[config.mk]
export PLATFORM = sky130hd
export DESIGN_NAME = tdbm_ctrl
export DESIGN_NICKNAME = d
export VERILOG_FILES = /design/src/rtl/tdbm_pkg.sv /design/src/rtl/tdbm_ctrl.sv
export SDC_FILE = /design/constraint.sdc
export NUM_CORES = 1
export LEC_CHECK = 0
export BUFFER_PORTS_ARGS = -buffer_cell sky130_fd_sc_hd__buf_2
export CELL_PAD_IN_SITES_DETAIL_PLACEMENT = 1
export CELL_PAD_IN_SITES_GLOBAL_PLACEMENT = 1
export CORE_AREA = 5 5 42 44
export CTS_CLUSTER_DIAMETER = 150
export DETAILED_ROUTE_END_ITERATION = 6
export DIE_AREA = 0 0 47 49
export GPL_TIMING_DRIVEN = 0
export PLACE_DENSITY_LB_ADDON = 0.1
export SKIP_CTS_REPAIR_TIMING = 1
export SYNTH_ARGS = -nofsm -noshare
export SYNTH_HDL_FRONTEND = slang
export SYNTH_SLANG_ARGS = --single-unit
[constraint.sdc]
create_clock -name i_clk -period 2.8 [get_ports i_clk]
set_input_delay 0.56 -clock i_clk [delete_from_list [all_inputs] [get_ports i_clk]]
set_output_delay 0.56 -clock i_clk [all_outputs]
set_load 0.01 [all_outputs]
[src/rtl/tdbm_pkg.sv]
// ============================================================================
// tdbm_pkg
// Shared types, codes and helpers of the transmit descriptor buffer manager.
// ============================================================================
package tdbm_pkg;

    localparam int MAX_QUEUE_DEF = 256;     // default descriptor count
    localparam int PAGE_BYTES    = 4096;    // largest frame incl. headers
    localparam int ETH_HDR_BYTES = 14;
    localparam int STACK_DEPTH   = 256;
    localparam int STACK_AW      = 8;
    localparam int DESC_W        = 8;
    localparam int LEN_W         = 13;
    localparam int TOTAL_W       = 17;
    localparam int CNT_W         = 16;
    localparam int FC_W          = 9;
    localparam int QS_W          = 9;
    localparam int GRP_COUNT     = 16;
    localparam int GRP_SIZE      = 16;
    localparam int CFG_IDX_W     = 2;
    localparam int CFG_DATA_W    = 4;
    localparam int SDATA_W       = 40;
    localparam int MDATA_W       = 40;

    // configuration register indexes
    localparam logic [CFG_IDX_W-1:0] CFG_QUEUE_LOG2 = 2'd0;
    localparam logic [CFG_IDX_W-1:0] CFG_HEADER_LEN = 2'd1;
    localparam logic [CFG_IDX_W-1:0] CFG_ENABLE     = 2'd2;

    localparam logic [3:0] QLOG_RESET = 4'd8;
    localparam logic [3:0] QLOG_MAX   = 4'd8;
    localparam logic [3:0] HDR_RESET  = 4'd12;

    typedef enum logic [1:0] {
        OP_TRANSMIT = 2'd0,
        OP_COMPLETE = 2'd1,
        OP_ADD_BUF  = 2'd2
    } t_op;

    typedef enum logic [2:0] {
        ST_OK        = 3'd0,
        ST_NOT_READY = 3'd1,
        ST_TOO_LONG  = 3'd2,
        ST_NO_BUFFER = 3'd3,
        ST_NO_DESC   = 3'd4,
        ST_IGNORED   = 3'd5
    } t_status;

    // controller to datapath commands
    typedef struct packed {
        logic latch;    // take the input item
        logic read;     // memory reads, first search level
        logic search;   // second search level
        logic commit;   // update state, load the result register
    } t_cmd;

    function automatic logic [2:0] pri8(input logic [7:0] v);
        logic [2:0] r;
        r = 3'd0;
        for (int i = 7; i >= 0; i--) begin
            if (v[i]) begin
                r = 3'(i);
            end
        end
        return r;
    endfunction

    // lowest set bit of a 16-bit vector (8 when none is set)
    function automatic logic [3:0] lowest16(input logic [15:0] v);
        logic       hi;
        logic [7:0] half;
        hi   = ~|v[7:0];
        half = hi ? v[15:8] : v[7:0];
        return {hi, pri8(half)};
    endfunction

endpackage

[src/rtl/tdbm_ctrl.sv]
// ============================================================================
// tdbm_ctrl
// Sequencer: accept one item, read, search, commit into the output register.
// ============================================================================
module tdbm_ctrl (
    input  logic              i_clk,
    input  logic              i_rst_n,
    input  logic              i_s_tvalid,
    output logic              o_s_tready,
    input  logic              i_m_tready,
    output logic              o_m_tvalid,
    output tdbm_pkg::t_cmd    o_cmd
);

    typedef enum logic [1:0] {
        S_IDLE,
        S_READ,
        S_SRCH,
        S_DONE
    } t_state;

    t_state r_state;
    logic   r_m_tvalid;
    logic   out_free;

    assign out_free   = !r_m_tvalid || i_m_tready;
    assign o_s_tready = (r_state == S_IDLE);
    assign o_m_tvalid = r_m_tvalid;

    assign o_cmd.latch  = i_s_tvalid && (r_state == S_IDLE);
    assign o_cmd.read   = (r_state == S_READ);
    assign o_cmd.search = (r_state == S_SRCH);
    assign o_cmd.commit = (r_state == S_DONE) && out_free;

    always_ff @(posedge i_clk) begin
        if (!i_rst_n) begin
            r_state    <= S_IDLE;
            r_m_tvalid <= 1'b0;
        end else begin
            case (r_state)
                S_IDLE: begin
                    if (i_s_tvalid) begin
                        r_state <= S_READ;
                    end
                end
                S_READ: begin
                    r_state <= S_SRCH;
                end
                S_SRCH: begin
                    r_state <= S_DONE;
                end
                S_DONE: begin
                    // hold until the output register can take the result
                    if (out_free) begin
                        r_state <= S_IDLE;
                    end
                end
                default: begin
                    r_state <= S_IDLE;
                end
            endcase

            if (o_cmd.commit) begin
                r_m_tvalid <= 1'b1;
            end else if (i_m_tready) begin
                r_m_tvalid <= 1'b0;
            end
        end
    end

endmodule

Word-level counts from Yosys, hierarchy flattened:

Index checks and enable logic that the tools add are counted.

* input port bits: 4
* logic and storage cells: 19
* register bits: 3

* mux-type cells: 5
* reduce and logical (&&, ||, !) cells: 7
* equality and inequality tests: 5

Operators with widths (count)
* $pmux W2 S4: 1
* $eq A2 B2 Y1 const B: 2
* $mux W2: 2
* $ne A2 B2 Y1 const B: 2
* $eq A2 B1 Y1 const B: 1
* $logic_and A1 B1 Y1: 2
* $logic_not A2 Y1: 1
* $mux W1: 2
* $reduce_and A2 Y1: 1
* $reduce_bool A2 Y1: 1
* $logic_not A1 Y1: 1
* $logic_or A1 B1 Y1: 1

Logic depth before layout (Yosys ltp):

* depth after elaboration: 4
* mapped depth: 4
* depth with buffers taken out: 4

Least setup slack after synthesis:

OpenSTA, ideal clock, no wires.

* kind: input to output
* start point: input port i_m_tready
* end point: output port o_cmd[0] (netlist name)
* cell stages on the path: 2
* path buffers: 0
* arrival time: 948 ps
* path slack: 1292 ps
* cell sequence: and2b_2 -> nor2b_1

RTL lines
* start: declaration: line tdbm_ctrl.sv:10 `input logic i_m_tready,`
* end: declaration: line tdbm_ctrl.sv:12 `output tdbm_pkg::t_cmd o_cmd`

==> metrics.log <==
[metrics] CP arrival: 1.20 ns
[metrics] master of the slowest instance on the critical path: dfxtp_1
[metrics] RePlAce Congestion: 0.648
[metrics] endpoint of the lowest-slack register-to-register path: r_state[0]$_SDFFE_PN0P_
[metrics] net count after synthesis: 29
[metrics] dominant cells by area after synthesis: dfxtp_1 30%, ha_1 25%, o21a_1 7.5%
[metrics] clock tree from TritonCTS: done
[metrics] vias per cell: 3.60
[metrics] overall overflow remaining after global route: 0
[metrics] hpwl dp: 416 um
[metrics] pre-CTS worst setup slack: 1.16 ns
[metrics] synthesized cell area: 201 sq um
[metrics] die width: 47 um
[metrics] clock transition at the register clock pins on the worst setup and hold paths after CTS: 0.03 ns
[metrics] detailed-route wire length: 459 um
[metrics] RSZ-0062 raised after global routing: false
[metrics] largest voltage drop on the vdd net: 0.375 mV
[metrics] beginning of the worst register-to-register path: r_state[0]$_SDFFE_PN0P_
[metrics] Pins Over Slew Limit: 0
[metrics] number of cell rows: 14
[metrics] Min-Delay Startpoint: r_state[1]$_SDFFE_PN0P_
[metrics] number of buffers added by the clock tree synthesis step: 3
[metrics] power density cells: 1010 nW/um^2
[metrics] detailed-routing iteration count for the pre-antenna-repair pass: 3
[metrics] YS warnings: 0
[metrics] share of the synthesized area in the top cell type: 29.8%
[metrics] clock insertion delay at the later pin of the skew report: 0.23 ns
[metrics] Peak Freq: 567 MHz
[metrics] P_sw: 114 uW
[metrics] post-detailed-route wirelength per cell: 9.18 um
[metrics] class of the tightest hold or removal check: reg2reg
[metrics] Yosys reg bits: 3
[metrics] leakage power: 0.160 nW
[metrics] initial antenna violation count: 0
[metrics] total count of hold-check failures in the final report: 0
[metrics] run status: finished, final reports clean
[metrics] number of setup violations in the final report: 0
[metrics] Synth area leader: dfxtp_1
[metrics] Gate power share: 49.4%
[metrics] critical path cell sequence: inv_1 > ha_1 > and2_1 > buf_2
[metrics] count of port buffers added during placement: 9
[metrics] Initial Utilization: 14.4%
[metrics] reg2reg setup slack: 1.58 ns
[metrics] gate count of the mapped netlist: 21
[metrics] library cells used by synthesis: 12
[metrics] clock group share of total power: 24.7%
[metrics] share of the clock period used by the worst path: 63.0%
[metrics] normalized max-slew margin: 92.7%
[metrics] Synth-to-Final Area Change: 45.3%
[metrics] number of levels in the clock H-tree: 1
[metrics] PnR worst setup slack: 1.04 ns
[metrics] power consumption: 296 uW
[metrics] worst hold path stage count: 2
[metrics] area enclosed by the die boundary: 2300 sq um
[metrics] sum of negative setup slack: 0 ns
[metrics] CP Data Required Time: 2.24 ns
[metrics] internal power: 182 uW
[metrics] via total after detailed routing: 180
[metrics] final worst clock skew: 0.00362 ns
[metrics] core box area: 1400 sq um
[metrics] Period minus WS final: 1.76 ns
[metrics] Post-DRT Antenna Nets: 0
[metrics] type of the worst setup path: reg2out
[metrics] relative contribution of sequential cells to total power: 25.9%
[metrics] Reg2Reg Depth: 4
[metrics] Crit. End Element: primary output
[metrics] max-cap viol count: 0
[metrics] Critical Path Max Stage Delay: 0.37 ns
[metrics] Clock Sink Count: 3
[metrics] share of synthesized area occupied by flip-flops and latches: 29.8%
[metrics] number of placed I/O pins: 10
[metrics] type of element launching the critical path: flop
[metrics] wire length of the first global-routing pass: 814 um
[metrics] largest net degree at the start of global routing: 5
[metrics] filler cell count: 173
[metrics] Hold Path Sink: r_state[1]$_SDFFE_PN0P_
[metrics] Layout Nets: 43
[metrics] share of layout cells above drive strength 1: 41.2%
[metrics] diodes inserted: 0
[metrics] maximum clock insertion buffer count: 2
[metrics] Die H: 49 um
[metrics] synthesized area divided by synthesized cell count: 9.59 sq um
[metrics] switching part of the total power: 38.5%
[metrics] 1st-iter DRT viols: 2
[metrics] Total GRT Usage: 5.28%
[metrics] transition time at the pin with the least slew margin: 0.107 ns
[metrics] Max FO, Critical Path: 4
[metrics] root buffer cell: clkbuf_4
[metrics] number of global-route vias before repair: 184
[metrics] number of design rule violations left after detail routing: 0
## kinds of logic after synthesis
logic type	share of synthesized area [%]
compound gates	16.1
fa+ha+maj	24.8
buf+inv	5.59
flops	29.8
mux	4.97
simple gates	18.6
## power groups by stage
stage	clock network, mW	logic (mW)	registers [mW]
after global placement	0	0.151	0.0777
after floorplan	0	0.103	0.0743
after CTS	0.0789	0.153	0.0780
after detailed placement	0	0.154	0.0788
final	0.0731	0.146	0.0768
after global routing	0.0843	0.169	0.0816
## placed cells by master (no fill, tap or decap), types with 2 or more instances in the layout
master,count
buf_2,9
ha_1,4
inv_1,3
clkbuf_4,3
dfxtp_1,3
nand2_1,2
o21a_1,2
## state kept, by name, indices dropped and copies added, names as in the netlist
| name | cells |
|---|---|
| o_m_tvalid | 1 |
| r_state | 2 |
## stage by stage
step / utilization, % / cell area (sq um) / hold slack, ns / instances
floorplan: - / 201 / 0.468 / 21
global placement: 19.0 / 267 / 0.504 / 46
detailed placement: 19.0 / 267 / 0.507 / 46
CTS: 20.9 / 293 / 0.511 / 50
global route: 20.9 / 293 / 0.556 / 50
finish: 20.9 / 293 / 0.501 / 50
## how the worst max path moves through the flow
stage | to | from
final | o_cmd[3] | r_state[0]$_SDFFE_PN0P_
after global routing | o_cmd[3] | r_state[0]$_SDFFE_PN0P_
after CTS | o_cmd[3] | r_state[0]$_SDFFE_PN0P_
after detailed placement | o_cmd[0] | i_m_tready
after global placement | o_cmd[0] | i_m_tready
after floorplan | o_cmd[0] | i_m_tready
## final cells by class
type,count,area (sq um),share of cell area (%)
Multi-Input combinational cell,15,130,44.4
Sequential cell,3,60.1,20.5
Timing Repair Buffer,9,45.0,15.4
Clock buffer,4,26.3,8.97
Tap cell,16,20.0,6.84
Inverter,3,11.3,3.85
## worst max-delay path, delay by kind of cell, from the launching register on
| family | cells | cell delay (ns) |
|---|---|---|
| adder cells (fa/ha/maj) | 1 | 0.25 |
| buffers and inverters | 2 | 0.21 |
| AND/OR/NAND/NOR | 1 | 0.14 |
| flip-flops | 1 | 0.37 |
## routing by layer
| metal | part of all wire (%) | global-route usage, % | up-vias |
|---|---|---|---|
| met4 | 0 | 2.76 | 0 |
| met3 | 10 | 4.80 | 0 |
| li1 | - | - | 95 |
| met5 | 0 | 0 | - |
| met2 | 51 | 7.24 | 8 |
| met1 | 39 | 5.26 | 77 |
## Yosys cell counts
library cell  count
nor2b_1           1
and3b_1           1
o31a_1            1
inv_1             3
mux2i_1           1
nand2_1           2
dfxtp_1           3
a21oi_2           1
o21a_1            2
ha_1              4
and2_1            1
and2b_2           1
Note: power is estimated with default switching activity, not from simulation.
